### src/blle_pkg.sv
// shared types and constants of the bounded linked list engine
// used by the controller, the datapath, the top level and the checker
`timescale 1ns / 1ps

package blle_pkg;

   localparam int OP_W       = 3;
   localparam int VAL_W      = 32;
   localparam int IDX_W      = 8;
   localparam int ST_W       = 2;
   localparam int LEN_W      = 9;
   localparam int REQ_DATA_W = 40;
   localparam int RSP_DATA_W = 48;

   localparam logic [OP_W-1:0] OP_APPEND    = 3'd0;
   localparam logic [OP_W-1:0] OP_DEL_FIRST = 3'd1;
   localparam logic [OP_W-1:0] OP_DEL_LAST  = 3'd2;
   localparam logic [OP_W-1:0] OP_DEL_AT    = 3'd3;
   localparam logic [OP_W-1:0] OP_READ      = 3'd4;

   localparam logic [ST_W-1:0] ST_OK     = 2'd0;
   localparam logic [ST_W-1:0] ST_EMPTY  = 2'd1;
   localparam logic [ST_W-1:0] ST_BOUNDS = 2'd2;
   localparam logic [ST_W-1:0] ST_FULL   = 2'd3;

   typedef enum logic [3:0] {
      ACT_NONE       = 4'd0,
      ACT_ACCEPT     = 4'd1,
      ACT_WALK_INIT  = 4'd2,
      ACT_WALK_STEP  = 4'd3,
      ACT_FETCH      = 4'd4,
      ACT_LOAD       = 4'd5,
      ACT_APPEND_A   = 4'd6,
      ACT_APPEND_B   = 4'd7,
      ACT_FIX_FIRST  = 4'd8,
      ACT_FIX_LAST   = 4'd9,
      ACT_FIX_MID    = 4'd10,
      ACT_RELEASE    = 4'd11
   } blle_act_type;

   typedef enum logic [1:0] {
      POS_ZERO  = 2'd0,
      POS_INDEX = 2'd1,
      POS_LAST  = 2'd2
   } blle_pos_type;

   typedef struct packed {
      blle_act_type      act;
      logic              set_status;
      logic [ST_W-1:0]   status_code;
      blle_pos_type      pos_sel;
      logic              out_load;
   } blle_cmd_type;

   typedef struct packed {
      logic [OP_W-1:0] op;
      logic            empty;
      logic            full;
      logic            oob;
      logic            idx_zero;
      logic            idx_last;
      logic            multi;
      logic            walk_zero;
      logic            walk_last;
      logic            out_busy;
   } blle_stat_type;

endpackage

### src/blle_ctrl.sv
// controller: sequences each operation as datapath actions
// depends on blle_pkg; talks to blle_datapath through blle_cmd_type / blle_stat_type
`timescale 1ns / 1ps

module blle_ctrl import blle_pkg::*; (
   input  logic          clock,
   input  logic          reset,
   input  logic          req_tvalid,
   output logic          req_tready,
   input  blle_stat_type stat,
   output blle_cmd_type  cmd
);

   typedef enum logic [10:0] {
      S_IDLE     = 11'b000_0000_0001,
      S_DECODE   = 11'b000_0000_0010,
      S_APPEND_A = 11'b000_0000_0100,
      S_APPEND_B = 11'b000_0000_1000,
      S_WALK     = 11'b000_0001_0000,
      S_FETCH    = 11'b000_0010_0000,
      S_LOAD     = 11'b000_0100_0000,
      S_FIX      = 11'b000_1000_0000,
      S_RELEASE  = 11'b001_0000_0000,
      S_DONE     = 11'b010_0000_0000,
      S_SPARE    = 11'b100_0000_0000
   } blle_state_type;

   typedef enum logic [1:0] {
      KIND_READ  = 2'd0,
      KIND_FIRST = 2'd1,
      KIND_LAST  = 2'd2,
      KIND_MID   = 2'd3
   } blle_kind_type;

   blle_state_type state_ff, state_in;
   blle_kind_type  kind_ff, kind_in;

   assign req_tready = (state_ff == S_IDLE);

   always_comb begin
      state_in        = state_ff;
      kind_in         = kind_ff;
      cmd.act         = ACT_NONE;
      cmd.set_status  = 1'b0;
      cmd.status_code = ST_OK;
      cmd.pos_sel     = POS_ZERO;
      cmd.out_load    = 1'b0;

      case (state_ff)
         S_IDLE: begin
            if (req_tvalid) begin
               cmd.act  = ACT_ACCEPT;
               state_in = S_DECODE;
            end
         end
         S_DECODE: begin
            state_in = S_DONE;
            case (stat.op)
               OP_APPEND: begin
                  if (stat.full) begin
                     cmd.set_status  = 1'b1;
                     cmd.status_code = ST_FULL;
                  end else begin
                     state_in = S_APPEND_A;
                  end
               end
               OP_DEL_FIRST: begin
                  if (stat.empty) begin
                     cmd.set_status  = 1'b1;
                     cmd.status_code = ST_EMPTY;
                  end else begin
                     cmd.act  = ACT_WALK_INIT;
                     kind_in  = KIND_FIRST;
                     state_in = S_WALK;
                  end
               end
               OP_DEL_LAST: begin
                  if (stat.empty) begin
                     cmd.set_status  = 1'b1;
                     cmd.status_code = ST_EMPTY;
                  end else begin
                     cmd.act     = ACT_WALK_INIT;
                     cmd.pos_sel = POS_LAST;
                     kind_in     = KIND_LAST;
                     state_in    = S_WALK;
                  end
               end
               OP_DEL_AT: begin
                  if (stat.empty) begin
                     cmd.set_status  = 1'b1;
                     cmd.status_code = ST_EMPTY;
                  end else if (stat.oob) begin
                     cmd.set_status  = 1'b1;
                     cmd.status_code = ST_BOUNDS;
                  end else begin
                     cmd.act  = ACT_WALK_INIT;
                     state_in = S_WALK;
                     if (stat.idx_zero) begin
                        kind_in = KIND_FIRST;
                     end else if (stat.idx_last) begin
                        cmd.pos_sel = POS_LAST;
                        kind_in     = KIND_LAST;
                     end else begin
                        cmd.pos_sel = POS_INDEX;
                        kind_in     = KIND_MID;
                     end
                  end
               end
               OP_READ: begin
                  if (stat.oob) begin
                     cmd.set_status  = 1'b1;
                     cmd.status_code = ST_BOUNDS;
                  end else begin
                     cmd.act     = ACT_WALK_INIT;
                     cmd.pos_sel = POS_INDEX;
                     kind_in     = KIND_READ;
                     state_in    = S_WALK;
                  end
               end
               default: begin
                  state_in = S_DONE;
               end
            endcase
         end
         S_APPEND_A: begin
            cmd.act  = ACT_APPEND_A;
            state_in = S_APPEND_B;
         end
         S_APPEND_B: begin
            cmd.act  = ACT_APPEND_B;
            state_in = S_DONE;
         end
         S_WALK: begin
            // one link per cycle; the previous slot is kept behind the cursor for unlinking
            if (stat.walk_zero) begin
               state_in = S_FETCH;
            end else begin
               cmd.act = ACT_WALK_STEP;
               if (stat.walk_last) begin
                  state_in = S_FETCH;
               end
            end
         end
         S_FETCH: begin
            cmd.act  = ACT_FETCH;
            state_in = S_LOAD;
         end
         S_LOAD: begin
            cmd.act = ACT_LOAD;
            if (kind_ff == KIND_READ) begin
               state_in = S_DONE;
            end else if (kind_ff == KIND_MID || stat.multi) begin
               state_in = S_FIX;
            end else begin
               state_in = S_RELEASE;
            end
         end
         S_FIX: begin
            case (kind_ff)
               KIND_FIRST: cmd.act = ACT_FIX_FIRST;
               KIND_LAST:  cmd.act = ACT_FIX_LAST;
               default:    cmd.act = ACT_FIX_MID;
            endcase
            state_in = S_RELEASE;
         end
         S_RELEASE: begin
            cmd.act  = ACT_RELEASE;
            state_in = S_DONE;
         end
         S_DONE: begin
            if (!stat.out_busy) begin
               cmd.out_load = 1'b1;
               state_in     = S_IDLE;
            end
         end
         default: begin
            state_in = S_IDLE;
         end
      endcase
   end

   always_ff @(posedge clock) begin
      if (reset) begin
         state_ff <= S_IDLE;
         kind_ff  <= KIND_READ;
      end else begin
         state_ff <= state_in;
         kind_ff  <= kind_in;
      end
   end

endmodule

### config.mk
export PLATFORM = sky130hd
export DESIGN_NAME = blle_ctrl
export DESIGN_NICKNAME = d
export VERILOG_FILES = /design/src/blle_pkg.sv /design/src/blle_ctrl.sv
export SDC_FILE = /design/constraint.sdc
export NUM_CORES = 1
export LEC_CHECK = 0
export BUFFER_PORTS_ARGS = -buffer_cell sky130_fd_sc_hd__clkbuf_2
export CAP_MARGIN = 20
export CORE_MARGIN = 4
export CORE_UTILIZATION = 30
export CTS_CLUSTER_DIAMETER = 60
export DETAILED_ROUTE_END_ITERATION = 10
export GPL_TIMING_DRIVEN = 0
export SETUP_SLACK_MARGIN = 0.02
export SLEW_MARGIN = 40
export SYNTH_ARGS = -nofsm -noshare
export SYNTH_HDL_FRONTEND = slang
export SYNTH_SLANG_ARGS = --single-unit
### constraint.sdc
create_clock -name clock -period 2.7 [get_ports clock]
set_input_delay 0.27 -clock clock [delete_from_list [all_inputs] [get_ports clock]]
set_output_delay 0.27 -clock clock [all_outputs]
set_load 0.01 [all_outputs]
# ---- Word level (Yosys, flattened, before mapping)
# Index checks and enable logic that the tools add are counted.
dict set report word_totals {
  register_bits 13
  out_inout_bits 11
  word_cells 78
}
dict set report classes {
  eq_ne 25
  mux 43
  reduce_logical 8
}
# cell count
set ops {}
lappend ops {{11-bit one-hot mux with 9 select lines} 1}
lappend ops {{10-bit 2-to-1 mux} 5}
lappend ops {{11-bit 2-to-1 mux} 4}
lappend ops {{11-bit one-hot mux with 4 select lines} 1}
lappend ops {{4-bit one-hot mux with 9 select lines} 1}
lappend ops {{2-bit 2-to-1 mux} 15}
lappend ops {{2-bit != test, second input constant} 7}
lappend ops {{3-bit 2-to-1 mux} 4}
lappend ops {{2-bit one-hot mux with 3 select lines} 2}
lappend ops {{3-bit one-hot mux with 4 select lines} 1}
lappend ops {{11-bit by 1-bit == test with 1-bit output, second input constant} 1}
lappend ops {{11-bit by 10-bit == test with 1-bit output, second input constant} 1}
lappend ops {{11-bit by 2-bit == test with 1-bit output, second input constant} 1}
lappend ops {{11-bit by 3-bit == test with 1-bit output, second input constant} 1}
lappend ops {{11-bit by 4-bit == test with 1-bit output, second input constant} 1}
lappend ops {{11-bit by 5-bit == test with 1-bit output, second input constant} 1}
lappend ops {{11-bit by 6-bit == test with 1-bit output, second input constant} 1}
lappend ops {{11-bit by 7-bit == test with 1-bit output, second input constant} 1}
lappend ops {{11-bit by 8-bit == test with 1-bit output, second input constant} 1}
lappend ops {{11-bit by 9-bit == test with 1-bit output, second input constant} 1}
lappend ops {{9-bit 2-to-1 mux} 1}
lappend ops {{2-bit one-hot mux with 4 select lines} 1}
lappend ops {{7-bit AND reduction} 1}
lappend ops {{3-bit by 2-bit == test with 1-bit output, second input constant} 2}
lappend ops {{other kinds (14)} 20}

# ---- Logic depth before layout (Yosys ltp)
# Gate-level depths: netlist (run 1).
dict set report logic_depth {
  word_depth 6
  mapped_depth 6
  mapped_depth_nobuf 6
}

# ---- Least setup slack after synthesis (run 1)
# Ideal clock, no wire load.
dict set report synth_path {
  kind {register to output}
  start {register state_ff[4]}
  end {output port cmd[2] (netlist bit)}
  arrival_time_ps 2158
  required_time_ps 2430
  slack_ps 272
  stages_incl_launch_ff 6
  path_buffers 2
  path_cell_list {dfxtp_1 -> or4_1 -> buf_2 -> or3b_4 -> buf_6 -> a2111oi_0}
}
# element line_no
set synth_rtl {}
lappend synth_rtl {{from (decl)} blle_ctrl.sv:35} ;# blle_state_type state_ff, state_in;
lappend synth_rtl {{from (signal assigned)} blle_ctrl.sv:187} ;# state_ff <= state_in;
lappend synth_rtl {{to (decl)} blle_ctrl.sv:11} ;# output blle_cmd_type cmd

==> key figures, run 1 <==
Setup path
  • Critical Path RT: 2430 ps
  • Arrival @ worst endpoint: 2270 ps
  • Worst path bufs/invs: 2
  • Worst Setup Start Kind: flip-flop
  • Reg-to-Reg Start: state_ff[4]$_SDFFE_PP0P_
  • Reg-to-reg endpoint: kind_ff[0]$_SDFFE_PP0P_
  • Cell family with most CP delay: simple AND/OR/NAND/NOR gates
  • Slowest Stage Delay on Critical Path: 510 ps
  • Worst R2R Path Depth: 5
  • Slowest-stage cell, CP: or4_4
  • CP Class: reg -> out
  • R2R Setup Slk: 630 ps
  • CP Capture Type: primary output
  • Worst path cell trace: or4_4, buf_6, or3b_4, a211o_1, o221ai_1, buf_2
  • Max FO, Critical Path: 11

Cells and area
  • Fin nets: 187
  • Area occupied by multi-input gates: 753 um2
  • Fill cell count: 396
  • Layout cells sized above 1: 0.246
  • # diodes: 0
  • Post-route cell area: 0.00127 mm2
  • Final core occ: 0.377
  • Synth-to-Final Area Change: 20.9%
  • Sequential cell area: 248 um2

Die
  • Die height: 67.1 um
  • Core area: 0.00336 mm2
  • Row count: 21
  • Die W: 67.1 um
  • Initial cell density of the core: 0.312
  • Ports: 26
  • Area of the die: 0.00451 mm2

Min path
  • Hold Path Class: in -> reg
  • Hold path endpoint: state_ff[8]$_SDFFE_PP0P_
  • Hold Crit Start: stat[3]
  • Hold path cells: 2

Timing
  • Slew Viols, Final: 0
  • Clock skew: 1.84 ps
  • Slew HR: 0.657
  • Hold Violations, Final: 0
  • Setup TNS: 0 ps
  • Worst-margin pin slew: 512 ps
  • Setup WS post-layout: 163 ps
  • Crit path time final: 2540 ps
  • Final setup fails: 0
  • Peak Freq: 394 MHz
  • RSZ-0062 raised after global routing: false
  • Crit share post-route: 0.940

Clocking
  • Longest Clk Path Bufs: 2
  • Clk Tree Root Cell: clkbuf_4
  • Latest clock arrival within the worst-skew pair: 280 ps
  • CTS Hold Buffers Added: 0
  • Worst-path clk slew: 70 ps
  • TritonCTS Buffers: 3
  • CTS HTree Levels: 1
  • CTS tree: yes
  • Sink Count: 12

Synthesis
  • Post-synth ARST share: 0
  • Synthesized instance count: 143
  • Top-area cell type share of the netlist area: 0.229
  • Number of flops mapped to enable cells by yosys: 0
  • Synthesized net count: 161
  • Top cells by area, synth: dfxtp_1 23%, nor2_1 5.7%, nor4b_1 4.2%
  • Leading area contributor after synthesis: dfxtp_1
  • Synth unique cells: 43
  • Synth warnings: 0
  • Most used DFF post-synth: dfxtp_1
  • Sequential fraction of the synthesis area: 0.229
  • Post-Syn Area: 0.00105 mm2
  • Yosys reg bits: 12
  • Avg Inst Size Synth: 7.33 um2

Placement
  • Gpl congestion: 0.887
  • Hpwl dp: 2.30 mm
  • I/O Buffers: 23
  • Post-place instance area: 0.00122 mm2
  • Dpl ws: 236 ps

Drt
  • Initial DRC Count: 85
  • Wire per inst: 14.3 um
  • Routed WL: 3.04 mm
  • Vias/cell: 5.54
  • Vias: 1179
  • DRT antenna net count: 0
  • # DRC: 0
  • TritonRoute pass-1 iters: 4

Global routing
  • Largest net degree at the start of global routing: 11
  • Total grt overflow: 0
  • Antenna violations before repair: 0
  • GR Util All Layers: 0.147
  • Vias in the first global route: 1179
  • First-pass GRT wire length: 5.19 mm

Pwr
  • Worst VDD drop: 0.0889 mV
  • Leak: 0.000481 uW
  • Power consumption: 395 uW
  • PwrDens: 312 mW/mm2

Run
  • MaxCap Viol Count: 0

Outcome
  • Status: finished, final reports clean
==> state kept, by name, indices dropped and copies added, names as in the netlist <==
name and flops:
kind_ff 2, state_ff 10
==> layout by cell type (no fill, tap or decap), types with 5 or more instances in the layout <==
master,instances
a21oi_1,7
clkbuf_1,8
clkbuf_2,22
dfxtp_1,8
inv_1,6
nand2_1,11
nand4_1,5
nor2_1,16
nor2b_1,5
nor4b_1,5
o21ai_0,5
==> Yosys cell counts (3+ instances only) <==
cell and instances:
a21oi_1 7, ha_1 3, nor4b_1 5, xnor2_1 3, o21ai_0 5, a31oi_1 4
nand4_1 5, clkbuf_1 9, nor2b_1 5, inv_1 6, o31ai_1 4, nand3_1 3
nor3_1 4, or4_1 3, dfxtp_1 12, or3_1 3, nand2_1 11, nor2_1 16
==> repair_timing <==
action	4_1_cts	5_1_grt
gates resized for setup	4	9
setup buffers	0	1
endpoints found under the setup margin	2	3
==> power by group <==
part           switching, uW  internal, uW
clock network           59.7          51.8
logic                   57.8          39.6
registers               6.54           180
total                    124           271
==> cell families (layout without fill, tap and decap cells) <==
kind of cell             count (synthesis)  count (layout)  synth area share
buffers and inverters                   18              42            0.0740
adder cells (fa/ha/maj)                  3               3            0.0358
AO/OA/AOI/OAI                           36              36             0.245
AND/OR/NAND/NOR                         69              69             0.375
flip-flops                              12              12             0.229
XOR/XNOR                                 5               5            0.0418
==> worst max-delay path by stage <==
stage	startpoint	endpoint	slack [ps]	cells after the start
6_report	state_ff[4]$_SDFFE_PP0P_	cmd[7]	160	6
2_1_floorplan	state_ff[4]$_SDFFE_PP0P_	cmd[2]	270	5
5_1_grt	state_ff[4]$_SDFFE_PP0P_	cmd[7]	70	6
3_5_place_dp	state_ff[4]$_SDFFE_PP0P_	cmd[2]	240	6
4_1_cts	state_ff[4]$_SDFFE_PP0P_	cmd[7]	40	7
3_3_place_gp	state_ff[4]$_SDFFE_PP0P_	cmd[2]	290	6
==> stage by stage <==
stage,cells,hold WS (ps)
global placement,212,477
CTS,215,188
detailed placement,212,485
finish,213,182
global route,213,208
floorplan,143,370
==> cell type report <==
type / instances / area share
plain buffers: 9 / 0.0326
clock buffers: 3 / 0.0178
inverters: 6 / 0.0178
multi-input cells: 113 / 0.594
flip-flops and latches: 12 / 0.195
well taps: 46 / 0.0454
repair buffers: 24 / 0.0967
==> metal layers <==
metal | global-route usage | wire length, um
met5 | 0 | 0
met1 | 0.185 | 1330
met3 | 0.0219 | 213
met2 | 0.252 | 1450
met4 | 0.0532 | 48
No activity file was read; power rests on OpenSTA's default activity.
==> run 2: changes to the inputs <==
Settings changed: ABC_AREA set to 1.
==> key figures, run 2 <==
Placement
  • Dpl ws: 1020 ps
  • Hpwl dp: 2.17 mm
  • I/O Buffers: 24
  • Gpl congestion: 0.828

Cells and area
  • Biggest register: state_ff
  • Fin nets: 226
  • Sequential cell area: 240 um2
  • Area occupied by multi-input gates: 642 um2
  • Layout cells sized above 1: 0.233
  • Most frequent cells in the layout: 39 x nand2_1, 31 x inv_1, 27 x nor2_1, 24 x clkbuf_2, 12 x dfxtp_1
  • Fill cell count: 405
  • Number of flip-flops in the largest register: 10
  • Synth-to-Final Area Change: 19.4%
  • Biggest regs: state_ff x10, kind_ff x2
  • Leading cell type in the layout, fill and taps excluded: nand2_1
  • # diodes: 0

Timing
  • RSZ-0062 raised after global routing: false
  • Crit path time final: 1980 ps
  • Setup TNS: 0 ps
  • Slew HR: 0.684
  • Hold Violations, Final: 0
  • Setup WS post-layout: 717 ps
  • Peak Freq: 504 MHz
  • Worst-margin pin slew: 474 ps
  • Final setup fails: 0
  • Slew Viols, Final: 0
  • Clock skew: 14.3 ps
  • Crit share post-route: 0.735

Synthesis
  • Avg Inst Size Synth: 5.77 um2
  • Post-synth top cells: 39 x nand2_1, 31 x inv_1, 27 x nor2_1, 12 x dfxtp_1, 11 x nand3_1
  • Most common cell in the netlist: nand2_1
  • Top-area cell type share of the netlist area: 0.233
  • Post-Syn Area: 0.00103 mm2
  • Synth unique cells: 25
  • Most used DFF post-synth: dfxtp_1
  • Leading area contributor after synthesis: dfxtp_1
  • Synth warnings: 0
  • Synthesized net count: 197
  • Top cells by area, synth: dfxtp_1 23%, nand2_1 14%, inv_1 11%
  • Sequential fraction of the synthesis area: 0.233
  • Post-synth ARST share: 0
  • Synthesized instance count: 179
  • Number of flops mapped to enable cells by yosys: 0
  • Yosys reg bits: 12

Clocking
  • Clk Tree Root Cell: clkbuf_4
  • CTS HTree Levels: 1
  • Worst-path clk slew: 80 ps
  • Longest Clk Path Bufs: 2
  • CTS tree: yes
  • Gates resized, CTS repair: 0
  • Sink Count: 12
  • CTS Hold Buffers Added: 0
  • Setup bufs post-CTS: 0
  • TritonCTS Buffers: 3
  • Latest clock arrival within the worst-skew pair: 280 ps

Pwr
  • Power consumption: 509 uW
  • PwrDens: 413 mW/mm2
  • Worst VDD drop: 0.138 mV
  • Leak: 0.000689 uW

Setup path
  • Reg-to-reg endpoint: state_ff[0]$_SDFFE_PP1P_
  • R2R Setup Slk: 1210 ps
  • Arrival @ worst endpoint: 1710 ps
  • CP Capture Type: primary output
  • Reg-to-Reg Start: state_ff[2]$_SDFFE_PP0P_
  • Max FO, Critical Path: 5
  • Worst Setup Start Kind: flip-flop
  • CP Class: reg -> out
  • Worst R2R Path Depth: 8
  • Critical Path RT: 2430 ps

Drt
  • DRT antenna net count: 0
  • Initial DRC Count: 53
  • # DRC: 0
  • Vias/cell: 4.52
  • Routed WL: 2.62 mm
  • Wire per inst: 10.4 um
  • Vias: 1139
  • TritonRoute pass-1 iters: 4

Die
  • Die height: 66.7 um
  • Area of the die: 0.00444 mm2
  • Die W: 66.7 um
  • Core area: 0.00334 mm2
  • Initial cell density of the core: 0.309
  • Row count: 21
  • Ports: 26

Global routing
  • First-pass GRT wire length: 4.47 mm
  • GR Util All Layers: 0.128
  • Largest net degree at the start of global routing: 10
  • Vias in the first global route: 1072
  • Total grt overflow: 0
  • Antenna violations before repair: 0

Min path
  • Hold Path Class: in -> reg
  • Hold Crit Start: stat[7]
  • Hold path cells: 2
  • Hold path endpoint: state_ff[2]$_SDFFE_PP0P_

Run
  • MaxCap Viol Count: 0

Outcome
  • Status: finished, final reports clean
## run 2: cell types whose count changed after synthesis, sizes merged, moves of 4 or more
cell	change
nand2	+31
o31ai	-4
inv	+33
nor4b	-5
nand3	+12
nor2b	-5
nor2	+17
clkbuf	-9
## run 2: layout make-up
cell class / count / share of cell area
multi-input cells: 127 / 0.521
flip-flops and latches: 12 / 0.195
inverters: 39 / 0.119
repair buffers: 24 / 0.0975
well taps: 46 / 0.0467
clock buffers: 3 / 0.0183
plain buffers: 1 / 0.00305
## run 2: through the flow
step / instance area (um2) / hold WS (ps) / instances / utilization
detailed placement: 1210 / 460 / 249 / 0.363
floorplan: 1030 / 348 / 179 / -
global placement: 1210 / 457 / 249 / 0.363
CTS: 1230 / 172 / 252 / 0.369
finish: 1230 / 165 / 252 / 0.369
global route: 1230 / 177 / 252 / 0.369
## run 2: metal layers
metal  vias to the layer above  GRT usage  routed length [um]
met1                       480      0.163                1270
met2                        34      0.214                1140
met3                         5     0.0219                 164
li1                        620          -                   -
met5                         -          0                   0
met4                         0     0.0457                  40
## run 2: where the power goes
group | total, uW | switching (uW) | internal (uW)
registers | 199 | 10.2 | 188
clock network | 112 | 60.1 | 51.6
logic | 199 | 127 | 72.4
total | 509 | 197 | 312
## run 2: worst max-delay path by stage
stage,startpoint,to,slack (ps),cells past startpoint
global route,state_ff[4]$_SDFFE_PP0P_,cmd[2],580,8
finish,state_ff[4]$_SDFFE_PP0P_,cmd[1],720,8
CTS,state_ff[4]$_SDFFE_PP0P_,cmd[1],710,8
global placement,state_ff[7]$_SDFFE_PP0P_,cmd[1],1010,8
floorplan,state_ff[4]$_SDFFE_PP0P_,cmd[1],1280,7
detailed placement,stat[11],cmd[1],1020,8
## run 2: worst max-delay path, cell delays in order, from the launching register on
cell	delay [ps]
dfxtp_1	340
nor2_2	150
nand2_2	120
inv_2	80
nand3_2	100
nor2_2	190
o21ai_0	150
a21oi_1	150
clkbuf_2	150
## run 2: cell families after synthesis
family / share of synthesized area
AOI/OAI and AO/OA: 0.109
DFF: 0.233
and+or+nand+nor: 0.476
buffers and inverters: 0.145
adders and majority gates: 0.0364
